--- src/sv/clt_pkg.sv ---
// Shared types, character codes and helpers for the chat line tokenizer.
// Used by clt_step and chat_line_tokenizer_unit; depends on nothing else.
package clt_pkg;

   // Character codes the grammar looks for
   localparam logic [7:0] CH_COLON = 8'h3A;
   localparam logic [7:0] CH_SPACE = 8'h20;
   localparam logic [7:0] CH_AT    = 8'h40;
   localparam logic [7:0] CH_CR    = 8'h0D;
   localparam logic [7:0] CH_LF    = 8'h0A;

   // Number of digits in a numeric command
   localparam logic [1:0] CMD_DIGITS = 2'd3;

   // Grammar position within one line
   typedef enum logic [3:0] {
      PH_START       = 4'd0,
      PH_TAG_FIRST   = 4'd1,
      PH_TAG_BODY    = 4'd2,
      PH_TAG_SPACE   = 4'd3,
      PH_PFX_FIRST   = 4'd4,
      PH_PFX_BODY    = 4'd5,
      PH_PFX_SPACE   = 4'd6,
      PH_CMD_ALPHA   = 4'd7,
      PH_CMD_DIGIT   = 4'd8,
      PH_CMD_SPACE   = 4'd9,
      PH_MIDDLE      = 4'd10,
      PH_PAR_SPACE   = 4'd11,
      PH_TRAIL_FIRST = 4'd12,
      PH_TRAIL_BODY  = 4'd13,
      PH_CR_SEEN     = 4'd14,
      PH_ERROR       = 4'd15
   } phase_type;

   // Field kind tagged on each byte
   typedef enum logic [2:0] {
      KIND_NONE   = 3'd0,
      KIND_TAGS   = 3'd1,
      KIND_PREFIX = 3'd2,
      KIND_CMD    = 3'd3,
      KIND_PARAM  = 3'd4
   } kind_type;

   // Line status reported on LF
   typedef enum logic [1:0] {
      ST_OK         = 2'd0,
      ST_SYNTAX     = 2'd1,
      ST_TRAIL_SP   = 2'd2,
      ST_EMPTY_TRL  = 2'd3
   } status_type;

   // Parser state carried from byte to byte
   typedef struct packed {
      phase_type  phase;
      logic [3:0] param_count;
      logic [1:0] digit_count;
      status_type error_code;
      logic       field_open;
   } state_type;

   // One tagged output byte
   typedef struct packed {
      logic [7:0] data_byte;
      kind_type   field_kind;
      logic [3:0] param_number;
      logic       field_first;
      logic       line_end;
      status_type line_status;
   } result_type;

   localparam state_type STATE_RESET = '{
      phase:       PH_START,
      param_count: 4'd0,
      digit_count: 2'd0,
      error_code:  ST_OK,
      field_open:  1'b0
   };

   function automatic logic is_letter(input logic [7:0] b);
      return b inside {[8'h41:8'h5A], [8'h61:8'h7A]};
   endfunction

   function automatic logic is_digit(input logic [7:0] b);
      return b inside {[8'h30:8'h39]};
   endfunction

endpackage

--- src/sv/clt_step.sv ---
// Combinational parser step: one byte against the current grammar state.
// Produces the tagged result and the following state; uses clt_pkg.
module clt_step #(
   parameter int MAX_PARAMS = 16
) (
   input  clt_pkg::state_type  state_cur,
   input  logic [7:0]          byte_cur,
   output clt_pkg::state_type  state_in,
   output clt_pkg::result_type result_in
);

   localparam int          CapInt   = (MAX_PARAMS - 1 < 15) ? MAX_PARAMS - 1 : 15;
   localparam logic [3:0]  ParamCap = 4'(CapInt);

   clt_pkg::kind_type kind;
   logic              is_lf;
   logic              is_sp;
   logic              is_cr;
   logic              is_colon;
   logic              is_cmd_start;

   assign is_lf        = (byte_cur == clt_pkg::CH_LF);
   assign is_sp        = (byte_cur == clt_pkg::CH_SPACE);
   assign is_cr        = (byte_cur == clt_pkg::CH_CR);
   assign is_colon     = (byte_cur == clt_pkg::CH_COLON);
   assign is_cmd_start = clt_pkg::is_letter(byte_cur) || clt_pkg::is_digit(byte_cur);

   // Field kind of this byte, from the state it arrives in
   always_comb begin
      kind = clt_pkg::KIND_NONE;
      if (!is_lf) begin
         case (state_cur.phase)
            clt_pkg::PH_START: begin
               if (!(byte_cur == clt_pkg::CH_AT) && !is_colon && is_cmd_start)
                  kind = clt_pkg::KIND_CMD;
            end
            clt_pkg::PH_TAG_FIRST, clt_pkg::PH_TAG_BODY: begin
               if (!is_sp && !is_cr) kind = clt_pkg::KIND_TAGS;
            end
            clt_pkg::PH_TAG_SPACE: begin
               if (!is_sp && !is_colon && is_cmd_start) kind = clt_pkg::KIND_CMD;
            end
            clt_pkg::PH_PFX_FIRST, clt_pkg::PH_PFX_BODY: begin
               if (!is_sp && !is_cr) kind = clt_pkg::KIND_PREFIX;
            end
            clt_pkg::PH_PFX_SPACE: begin
               if (!is_sp && is_cmd_start) kind = clt_pkg::KIND_CMD;
            end
            clt_pkg::PH_CMD_ALPHA: begin
               if (clt_pkg::is_letter(byte_cur)) kind = clt_pkg::KIND_CMD;
            end
            clt_pkg::PH_CMD_DIGIT: begin
               if (clt_pkg::is_digit(byte_cur) &&
                   state_cur.digit_count < clt_pkg::CMD_DIGITS)
                  kind = clt_pkg::KIND_CMD;
            end
            clt_pkg::PH_CMD_SPACE: begin
               if (!is_colon && !is_sp && !is_cr) kind = clt_pkg::KIND_PARAM;
            end
            clt_pkg::PH_MIDDLE: begin
               if (!is_sp && !is_cr) kind = clt_pkg::KIND_PARAM;
            end
            clt_pkg::PH_PAR_SPACE: begin
               if (!is_sp && !is_cr && !is_colon) kind = clt_pkg::KIND_PARAM;
            end
            clt_pkg::PH_TRAIL_FIRST, clt_pkg::PH_TRAIL_BODY: begin
               if (!is_cr) kind = clt_pkg::KIND_PARAM;
            end
            default: kind = clt_pkg::KIND_NONE;
         endcase
      end
   end

   // Output tagging of the byte
   always_comb begin
      result_in.data_byte    = byte_cur;
      result_in.field_kind   = kind;
      result_in.param_number = (kind == clt_pkg::KIND_PARAM) ? state_cur.param_count : 4'd0;
      result_in.field_first  = (kind != clt_pkg::KIND_NONE) && !state_cur.field_open;
      result_in.line_end     = is_lf;
      result_in.line_status  = clt_pkg::ST_OK;
      if (is_lf)
         result_in.line_status = (state_cur.phase == clt_pkg::PH_CR_SEEN) ?
                                 state_cur.error_code : clt_pkg::ST_SYNTAX;
   end

   // Next grammar state
   always_comb begin
      state_in            = state_cur;
      state_in.field_open = (kind != clt_pkg::KIND_NONE);
      if (is_lf) begin
         state_in = clt_pkg::STATE_RESET;
      end else begin
         case (state_cur.phase)
            clt_pkg::PH_START: begin
               if (byte_cur == clt_pkg::CH_AT) state_in.phase = clt_pkg::PH_TAG_FIRST;
               else if (is_colon) state_in.phase = clt_pkg::PH_PFX_FIRST;
               else if (clt_pkg::is_letter(byte_cur)) state_in.phase = clt_pkg::PH_CMD_ALPHA;
               else if (clt_pkg::is_digit(byte_cur)) begin
                  state_in.phase       = clt_pkg::PH_CMD_DIGIT;
                  state_in.digit_count = 2'd1;
               end else begin
                  state_in.phase      = clt_pkg::PH_ERROR;
                  state_in.error_code = clt_pkg::ST_SYNTAX;
               end
            end
            clt_pkg::PH_TAG_FIRST, clt_pkg::PH_TAG_BODY: begin
               if (is_sp && state_cur.phase == clt_pkg::PH_TAG_BODY)
                  state_in.phase = clt_pkg::PH_TAG_SPACE;
               else if (is_sp || is_cr) begin
                  state_in.phase      = clt_pkg::PH_ERROR;
                  state_in.error_code = clt_pkg::ST_SYNTAX;
               end else state_in.phase = clt_pkg::PH_TAG_BODY;
            end
            clt_pkg::PH_TAG_SPACE: begin
               if (is_sp) state_in.phase = clt_pkg::PH_TAG_SPACE;
               else if (is_colon) state_in.phase = clt_pkg::PH_PFX_FIRST;
               else if (clt_pkg::is_letter(byte_cur)) state_in.phase = clt_pkg::PH_CMD_ALPHA;
               else if (clt_pkg::is_digit(byte_cur)) begin
                  state_in.phase       = clt_pkg::PH_CMD_DIGIT;
                  state_in.digit_count = 2'd1;
               end else begin
                  state_in.phase      = clt_pkg::PH_ERROR;
                  state_in.error_code = clt_pkg::ST_SYNTAX;
               end
            end
            clt_pkg::PH_PFX_FIRST, clt_pkg::PH_PFX_BODY: begin
               if (is_sp && state_cur.phase == clt_pkg::PH_PFX_BODY)
                  state_in.phase = clt_pkg::PH_PFX_SPACE;
               else if (is_sp || is_cr) begin
                  state_in.phase      = clt_pkg::PH_ERROR;
                  state_in.error_code = clt_pkg::ST_SYNTAX;
               end else state_in.phase = clt_pkg::PH_PFX_BODY;
            end
            clt_pkg::PH_PFX_SPACE: begin
               if (is_sp) state_in.phase = clt_pkg::PH_PFX_SPACE;
               else if (clt_pkg::is_letter(byte_cur)) state_in.phase = clt_pkg::PH_CMD_ALPHA;
               else if (clt_pkg::is_digit(byte_cur)) begin
                  state_in.phase       = clt_pkg::PH_CMD_DIGIT;
                  state_in.digit_count = 2'd1;
               end else begin
                  state_in.phase      = clt_pkg::PH_ERROR;
                  state_in.error_code = clt_pkg::ST_SYNTAX;
               end
            end
            clt_pkg::PH_CMD_ALPHA: begin
               if (clt_pkg::is_letter(byte_cur)) state_in.phase = clt_pkg::PH_CMD_ALPHA;
               else if (is_sp) state_in.phase = clt_pkg::PH_CMD_SPACE;
               else begin
                  state_in.phase      = clt_pkg::PH_ERROR;
                  state_in.error_code = clt_pkg::ST_SYNTAX;
               end
            end
            clt_pkg::PH_CMD_DIGIT: begin
               if (clt_pkg::is_digit(byte_cur) &&
                   state_cur.digit_count < clt_pkg::CMD_DIGITS)
                  state_in.digit_count = state_cur.digit_count + 2'd1;
               else if (is_sp && state_cur.digit_count == clt_pkg::CMD_DIGITS)
                  state_in.phase = clt_pkg::PH_CMD_SPACE;
               else begin
                  state_in.phase      = clt_pkg::PH_ERROR;
                  state_in.error_code = clt_pkg::ST_SYNTAX;
               end
            end
            clt_pkg::PH_CMD_SPACE: begin
               if (is_colon) state_in.phase = clt_pkg::PH_TRAIL_FIRST;
               else if (is_sp || is_cr) begin
                  state_in.phase      = clt_pkg::PH_ERROR;
                  state_in.error_code = clt_pkg::ST_SYNTAX;
               end else state_in.phase = clt_pkg::PH_MIDDLE;
            end
            clt_pkg::PH_MIDDLE: begin
               if (is_sp) begin
                  if (state_cur.param_count < ParamCap)
                     state_in.param_count = state_cur.param_count + 4'd1;
                  state_in.phase = clt_pkg::PH_PAR_SPACE;
               end else if (is_cr) begin
                  state_in.error_code = clt_pkg::ST_OK;
                  state_in.phase      = clt_pkg::PH_CR_SEEN;
               end
            end
            clt_pkg::PH_PAR_SPACE: begin
               if (is_sp) state_in.phase = clt_pkg::PH_PAR_SPACE;
               else if (is_cr) begin
                  state_in.error_code = clt_pkg::ST_TRAIL_SP;
                  state_in.phase      = clt_pkg::PH_CR_SEEN;
               end else if (is_colon) state_in.phase = clt_pkg::PH_TRAIL_FIRST;
               else state_in.phase = clt_pkg::PH_MIDDLE;
            end
            clt_pkg::PH_TRAIL_FIRST, clt_pkg::PH_TRAIL_BODY: begin
               if (is_cr) begin
                  state_in.error_code = (state_cur.phase == clt_pkg::PH_TRAIL_FIRST) ?
                                        clt_pkg::ST_EMPTY_TRL : clt_pkg::ST_OK;
                  state_in.phase      = clt_pkg::PH_CR_SEEN;
               end else state_in.phase = clt_pkg::PH_TRAIL_BODY;
            end
            clt_pkg::PH_CR_SEEN: begin
               state_in.phase      = clt_pkg::PH_ERROR;
               state_in.error_code = clt_pkg::ST_SYNTAX;
            end
            default: state_in.phase = state_cur.phase;
         endcase
      end
   end

endmodule

--- src/sv/chat_line_tokenizer_unit.sv ---
// Chat line tokenizer: byte-serial grammar checker and field tagger.
// Bytes wait in the input register while the result register is stalled.
// Throughput: one byte per cycle when unstalled; the parser step between the
// input and result registers is the only per-byte work, and the state register
// closes that loop. Reset (synchronous, active high) empties both registers and
// returns the parser to start of line. Depends on clt_pkg and clt_step.
module chat_line_tokenizer_unit #(
   parameter int MAX_PARAMS = 16
) (
   input  logic       clock,
   input  logic       reset,
   input  logic       req_valid,
   output logic       req_stall,
   input  logic [7:0] req_in_byte,
   output logic       rsp_valid,
   input  logic       rsp_stall,
   output logic [7:0] rsp_data_byte,
   output logic [2:0] rsp_field_kind,
   output logic [3:0] rsp_param_number,
   output logic       rsp_field_first,
   output logic       rsp_line_end,
   output logic [1:0] rsp_line_status
);

   localparam int         CapInt   = (MAX_PARAMS - 1 < 15) ? MAX_PARAMS - 1 : 15;
   localparam logic [3:0] ParamCap = 4'(CapInt);

   logic                in_valid_ff, in_valid_in;
   logic [7:0]          in_byte_ff,  in_byte_in;
   clt_pkg::state_type  state_ff,    state_in;
   logic                rsp_valid_ff, rsp_valid_in;
   clt_pkg::result_type rsp_ff,      rsp_in;
   clt_pkg::state_type  step_state;
   clt_pkg::result_type step_result;
   logic                out_free;
   logic                advance;
   logic                req_take;

   // Handshake: the result register frees when empty or being taken
   assign out_free  = !rsp_valid_ff || !rsp_stall;
   assign advance   = in_valid_ff && out_free;
   assign req_stall = in_valid_ff && !out_free;
   assign req_take  = req_valid && !req_stall;

   clt_step #(
      .MAX_PARAMS (MAX_PARAMS)
   ) u_step (
      .state_cur (state_ff),
      .byte_cur  (in_byte_ff),
      .state_in  (step_state),
      .result_in (step_result)
   );

   // Next values: load on transaction, advance parser on move, else hold
   always_comb begin
      in_valid_in  = req_take ? 1'b1 : (advance ? 1'b0 : in_valid_ff);
      in_byte_in   = req_take ? req_in_byte : in_byte_ff;
      state_in     = advance ? step_state : state_ff;
      rsp_valid_in = out_free ? advance : rsp_valid_ff;
      rsp_in       = advance ? step_result : rsp_ff;
   end

   // Control registers
   always_ff @(posedge clock) begin
      if (reset) begin
         in_valid_ff  <= 1'b0;
         rsp_valid_ff <= 1'b0;
         state_ff     <= clt_pkg::STATE_RESET;
      end else begin
         in_valid_ff  <= in_valid_in;
         rsp_valid_ff <= rsp_valid_in;
         state_ff     <= state_in;
      end
   end

   // Payload registers
   always_ff @(posedge clock) begin
      in_byte_ff <= in_byte_in;
      rsp_ff     <= rsp_in;
   end

   assign rsp_valid        = rsp_valid_ff;
   assign rsp_data_byte    = rsp_ff.data_byte;
   assign rsp_field_kind   = rsp_ff.field_kind;
   assign rsp_param_number = rsp_ff.param_number;
   assign rsp_field_first  = rsp_ff.field_first;
   assign rsp_line_end     = rsp_ff.line_end;
   assign rsp_line_status  = rsp_ff.line_status;

   // A processed LF leaves the parser at start of line
   a_lf_restarts: assert property (@(posedge clock) disable iff (reset)
      (advance && in_byte_ff == clt_pkg::CH_LF) |=>
         (state_ff.phase == clt_pkg::PH_START && state_ff.param_count == 4'd0))
      else $error("parser not restarted after LF");

   // Parameter index never passes its cap
   a_param_cap: assert property (@(posedge clock) disable iff (reset)
      state_ff.param_count <= ParamCap)
      else $error("parameter index over cap");

   // First-of-field only on a tagged byte
   a_first_tagged: assert property (@(posedge clock) disable iff (reset)
      (rsp_valid_ff && rsp_ff.field_first) |-> rsp_ff.field_kind != clt_pkg::KIND_NONE)
      else $error("field start on untagged byte");

   // Parameter number zero outside parameters
   a_pnum_zero: assert property (@(posedge clock) disable iff (reset)
      (rsp_valid_ff && rsp_ff.field_kind != clt_pkg::KIND_PARAM) |->
         rsp_ff.param_number == 4'd0)
      else $error("parameter number outside parameter");

   // Status only reported at line end
   a_status_at_end: assert property (@(posedge clock) disable iff (reset)
      (rsp_valid_ff && !rsp_ff.line_end) |-> rsp_ff.line_status == clt_pkg::ST_OK)
      else $error("status away from line end");

endmodule
--- config.mk ---
export PLATFORM = sky130hd
export DESIGN_NAME = chat_line_tokenizer_unit
export DESIGN_NICKNAME = d
export VERILOG_FILES = /design/src/sv/clt_pkg.sv /design/src/sv/clt_step.sv /design/src/sv/chat_line_tokenizer_unit.sv
export SDC_FILE = /design/constraint.sdc
export NUM_CORES = 1
export LEC_CHECK = 0
export BUFFER_PORTS_ARGS = -buffer_cell sky130_fd_sc_hd__buf_4
export CORE_MARGIN = 4
export CORE_UTILIZATION = 45
export DETAILED_ROUTE_END_ITERATION = 7
export MAX_ROUTING_LAYER = met4
export PLACE_DENSITY_LB_ADDON = 0.3
export SLEW_MARGIN = 15
export SYNTH_ARGS = -nofsm -noshare
export SYNTH_HDL_FRONTEND = slang
export SYNTH_SLANG_ARGS = --single-unit
--- constraint.sdc ---
create_clock -name clock -period 2 [get_ports clock]
set_input_delay 0.4 -clock clock [delete_from_list [all_inputs] [get_ports clock]]
set_output_delay 0.4 -clock clock [all_outputs]
set_load 0.01 [all_outputs]
# ---- Word level (Yosys, flattened, before mapping)
# Cells that the tools add are included.
dict set report totals {
  elab_cells 179
  register_bits 42
  in_bits 12
}
dict set report op_classes {
  eq_ne 38
  muxes 68
  addsub 2
  n_lt_le_gt_ge 8
  reduce_logical 48
}
# op count
set op_table {}
lappend op_table {{$mux W4} 24}
lappend op_table {{$mux W2} 24}
lappend op_table {{$pmux W4 S12} 1}
lappend op_table {{$ne A3 B2 Y1 const B} 12}
lappend op_table {{$pmux W3 S11} 1}
lappend op_table {{$mux W3} 10}
lappend op_table {{$eq A4 B4 Y1 const B} 7}
lappend op_table {{$pmux W2 S12} 1}
lappend op_table {{$logic_and A1 B1 Y1} 19}
lappend op_table {{$reduce_and A17 Y1} 1}
lappend op_table {{$eq A4 B3 Y1 const B} 4}
lappend op_table {{$eq A8 B4 Y1 const B} 2}
lappend op_table {{$eq A8 B6 Y1 const B} 2}
lappend op_table {{$ge A8 B7 Y1 const B} 2}
lappend op_table {{$le A8 B7 Y1 const B} 2}
lappend op_table {{$reduce_bool A13 Y1} 1}
lappend op_table {{$mux W12} 1}
lappend op_table {{$ne A3 B1 Y1 const B} 4}
lappend op_table {{$reduce_bool A2 Y1} 5}
lappend op_table {{$logic_not A1 Y1} 9}
lappend op_table {{$eq A4 B2 Y1 const B} 2}
lappend op_table {{$eq A8 B7 Y1 const B} 1}
lappend op_table {{$ge A8 B6 Y1 const B} 1}
lappend op_table {{$le A8 B6 Y1 const B} 1}
lappend op_table {{other kinds (18)} 27}

# ---- Logic depth before layout (Yosys ltp)
dict set report logic_depth {
  ltp_word 10
  depth_mapped 8
  ltp_nobuf 7
}

# ---- Cells and area by module
# From an unflattened synthesis, not the netlist that was laid out.
dict set report unflattened {
  cells_unflattened 334
  hier_area_um2 2931.6
}
# module n_inst cells_each area_per_inst_um2 seq_area_each_um2
set modules_own_cells {}
lappend modules_own_cells {chat_line_tokenizer_unit 1 93 1485.2 1111.1}
lappend modules_own_cells {clt_step 1 241 1446.4 0.0}

# ---- Least setup slack after synthesis
# Ideal clock, no wire load.
dict set report synth_path {
  path_kind {register -> register}
  from {reg in_byte_ff[4]}
  to {reg state_ff[10] (netlist bit)}
  required_ps 1883
  n_path_buf 0
  period_less_slack_ps 2086
  path_stages_with_launch 7
  setup_slack_ps -86
  t_arrival_ps 1969
  path_cell_list {edfxtp_1 > or4b_1 > nor2_4 > a21oi_2 > nor4b_2 > nand4_1 > a32o_1}
}
dict set report synth_between {
  elab_chain_cells 8
  word_cells_on_any_way 45
  classes_between {order compare: 6; eq/ne: 7; mux: 21; reduce/logical: 11}
}
# element line_no
set synth_lines {}
lappend synth_lines {{start: declaration} chat_line_tokenizer_unit.sv:29} ;# logic [7:0] in_byte_ff, in_byte_in;
lappend synth_lines {{start signal: assignment} chat_line_tokenizer_unit.sv:78} ;# in_byte_ff <= in_byte_in;
lappend synth_lines {{$ge A8 B6 Y1, or another cell as far along} clt_pkg.sv:84} ;# return b inside {[8'h30:8'h39]};
lappend synth_lines {{$logic_and A1 B1 Y1, on equally long branches} {clt_pkg.sv:84, clt_pkg.sv:80}}
lappend synth_lines {{$mux W3 / $reduce_bool A2 Y1 (equally long branches)} -}
lappend synth_lines {{$mux W4} clt_step.sv:118} ;# else if (clt_pkg::is_letter(byte_cur)) state_in.phase = clt_pkg::PH_CMD_ALPHA;
lappend synth_lines {{$mux W4} clt_step.sv:117} ;# else if (is_colon) state_in.phase = clt_pkg::PH_PFX_FIRST;
lappend synth_lines {{$mux W4, on equally long branches} {clt_step.sv:116, clt_step.sv:96}}
lappend synth_lines {{$pmux W4 S12} clt_step.sv:94} ;# case (state_cur.phase)
lappend synth_lines {{$mux W12} clt_step.sv:91} ;# if (is_lf) begin
lappend synth_lines {{end signal: assignment} chat_line_tokenizer_unit.sv:68} ;# state_ff <= clt_pkg::STATE_RESET;
lappend synth_lines {{end signal: assignment} chat_line_tokenizer_unit.sv:72} ;# state_ff <= state_in;
lappend synth_lines {{end: declaration} chat_line_tokenizer_unit.sv:30} ;# clt_pkg::state_type state_ff, state_in;
# Parallel ways exist; a longest one is shown, timed or not. The select of a mux whose other input is x is not followed.
# A chain may end at the register's enable or synchronous reset.

# ---- Final worst setup path
dict set report layout_path {
  from {reg in_byte_ff[7]}
  to {reg state_ff[10] (netlist bit)}
}
# Same word-level chain as after synthesis.

==> metrics.cfg <==
[synth]
synth_top_family_by_area=simple AND/OR/NAND/NOR gates
syn_avg_cell_area_um2=9.52
synth_top_area_share_pct=32.3
yosysSeqAreaShare_pct=44.2
synth-simple-area-share_pct=26.5
synth_xor_xnor_area_share_pct=1.05
synthCells=264
synth_seq_cells=42
synth_fa_ha_area_share_pct=0.996
synth.yosys.warnings=0
synthesis.area_um2=2510
synth_compound_area_share_pct=22.1
async_reset_ff_share_pct=0
dominantRegCellSynth=edfxtp_1
synth_mux_area_share_pct=2.04
synth_most_common_cell=nor2_1
yosysTopAreaCell=edfxtp_1
synth-edff-count=27
netlist_top_cells_area=edfxtp_1, dfxtp_1, a21oi_1
synth_nets=278
synth.distinct_cells=66
synth_common_cells=nor2_1, edfxtp_1, a21oi_1, nand2_1, o21ai_0

[floorplanning]
io_pins=33
die_h_um=82.7
core.rowCount=26
die_w_um=82.7
coreArea_um2=5270
dieArea_um2=6840
initial_core_util_pct=47.7

[setup_path]
crit_arrival_ns=2.44
r2r_slack_ns=-0.25
r2r_start=in_byte_ff[7]
end_kind=register
cp_max_fo=4
r2r_cells=8
critPathRequiredTime_ns=2.19
cp-start-kind=register
r2r_end=state_ff[10]
critical_path_class=register to register

[power]
powerDensity_nw_per_um2=582
finalPower_mw=2.23
p_seq_share_pct=44.9
switching_share_pct=31.0
combPwrFrac_pct=31.1
ir_worst_vdd_mv=0.457
p_sw_mw=0.693
power.internal_mw=1.54
p_leak_nw=1.54
p_clk_share_pct=24.0

[final_layout]
fin_area_um2=3840
syn2layout_area_growth_pct=52.7
antenna_cells=0
fin_nets=396
drive_gt1_share_pct=46.5
fin_cells=453

[clock_network]
cts_made_buffers=5
clk_pin_slew_ns=0.09
clk_latency_ns=0.31
cts_max_level=2
cts_num_sinks=42
clock_path_buffers=2
cts_hold_buf=0
cts_tree=built
cts_root_buffer=clkbuf_8

[hold_path]
hp-class=input pin to register
hp-start=req_in_byte[0]
min_to=in_byte_ff[0]
hold_depth=1

[sta]
finClkSkew_ns=0.0140
maxSlewHeadroom_pct=72.9
worstMarginPinSlew_ns=0.402
drv_slew=0
fin_crit_ns=2.25
fin_crit_sh_pct=113
rsz0062_at_grt=true
finalWorstSetupSlack_ns=-0.252
tns_ns=-2.20
setup_viol=17
fmax_ghz=0.444
hold_viol_final=0

[global_routing]
grt_usage_pct=26.1
antenna_found_initial=0
overflow=0
grt_pass1_vias=2577
grt_max_degree=18
grt_pass1_wl_um=12900

[flow_run]
maxCapViolations=0

[drt]
vias_per_cell=6.09
firstDrtPassIters=5
vias=2760
wl_per_cell_um=18.8
drc=0
wirelength_um=8530
ant_nets=0
drt-initial-drc-count=398

[place]
place.gp.congestion=0.997
pre_cts_slack_ns=-0.288
dp_cells=431
postPlaceCellArea_um2=3400
dp_hpwl_um=5820
place.port_buffers=32

[status]
status=finished with violations
violations=setup timing

==> power by group through the flow <==
stage	Combinational (mW)	Clock, mW	Sequential, mW
after detailed placement	0.572	0	1.02
after global routing	0.733	0.583	1.01
after floorplan	0.296	0	1.04
after global placement	0.568	0	1.02
after CTS	0.621	0.542	1.00
final	0.694	0.537	1.00
==> worst max-delay path, stage by stage, from the launching register on <==
cell      delay (ns)
edfxtp_1        0.45
buf_6           0.15
or4b_4          0.51
nor2_4          0.14
a21oi_2         0.05
nor4b_2         0.22
buf_4           0.16
nand4_1         0.17
a32o_1          0.28
==> layer usage <==
layer  GRT usage [%]  part of all wire [%]  vias up
met5               -                     0        -
met2            38.5                    47      169
li1                -                     -     1248
met4            14.2                   4.5        0
met3            3.90                   7.1       49
met1            34.4                    41     1294
==> metrics by stage <==
step	utilization [%]	hold WS (ns)
after detailed placement	64.6	0.458
after global routing	72.8	0.259
after global placement	64.6	0.447
after floorplan	-	0.431
final	72.8	0.263
after CTS	69.7	0.261
==> how the worst max path moves through the flow <==
stage	cells after the start	endpoint	slack (ns)	from
after floorplan	6	state_ff[10]	-0.05	in_byte_ff[4]
after global placement	8	state_ff[2]	-0.21	in_byte_ff[1]
after detailed placement	8	state_ff[2]	-0.29	in_byte_ff[6]
after CTS	8	state_ff[2]	-0.19	in_byte_ff[7]
after global routing	8	state_ff[10]	-0.28	in_byte_ff[7]
final	8	state_ff[10]	-0.25	in_byte_ff[7]
==> cell families (layout without fill, tap and decap cells) <==
logic type / Yosys count / in the layout
muxes: 5 / 5
DFF: 42 / 42
buffers and inverters: 20 / 139
and+or+nand+nor: 110 / 110
xor gates and xnor gates: 3 / 3
adders and majority gates: 2 / 2
AOI/OAI and AO/OA: 82 / 82
==> sequential cells by signal, indices dropped and copies added (netlist names) <==
register	cells
in_valid_ff	1
rsp_valid	1
rsp_field_kind	3
rsp_data_byte	8
in_byte_ff	8
rsp_line_end	1
rsp_line_status	2
rsp_param_number	4
rsp_field_first	1
state_ff	13
==> layout make-up <==
class	count	area [um^2]
fillers	406	1430
repair buffers	124	980
clock buffers	7	76.3
flip-flops and latches	42	1110
clock inverters	1	3.75
well taps	70	87.6
inverters	7	26.3
multi-input cells	202	1550
==> what timing repair did <==
action,CTS,global route
endpoints found under the setup margin,21,22
hold endpoints to repair,0,0
pin swaps,18,20
resized for setup,31,28
setup buffers,8,7
==> placed cells by master, fill, tap and decap left out, types with 4 or more instances in the layout <==
cell      instances
nand4_1           4
a21oi_2           4
nand2b_1          5
buf_4           111
nand2_1          20
nor2_1           26
a21oi_1          22
buf_6            13
clkbuf_8          5
a22oi_2           4
inv_1             6
edfxtp_1         27
nand3_1           6
dfxtp_1          15
mux2i_1           4
nor2b_1           6
o21ai_0          14
No activity file was read; power rests on OpenSTA's default activity.
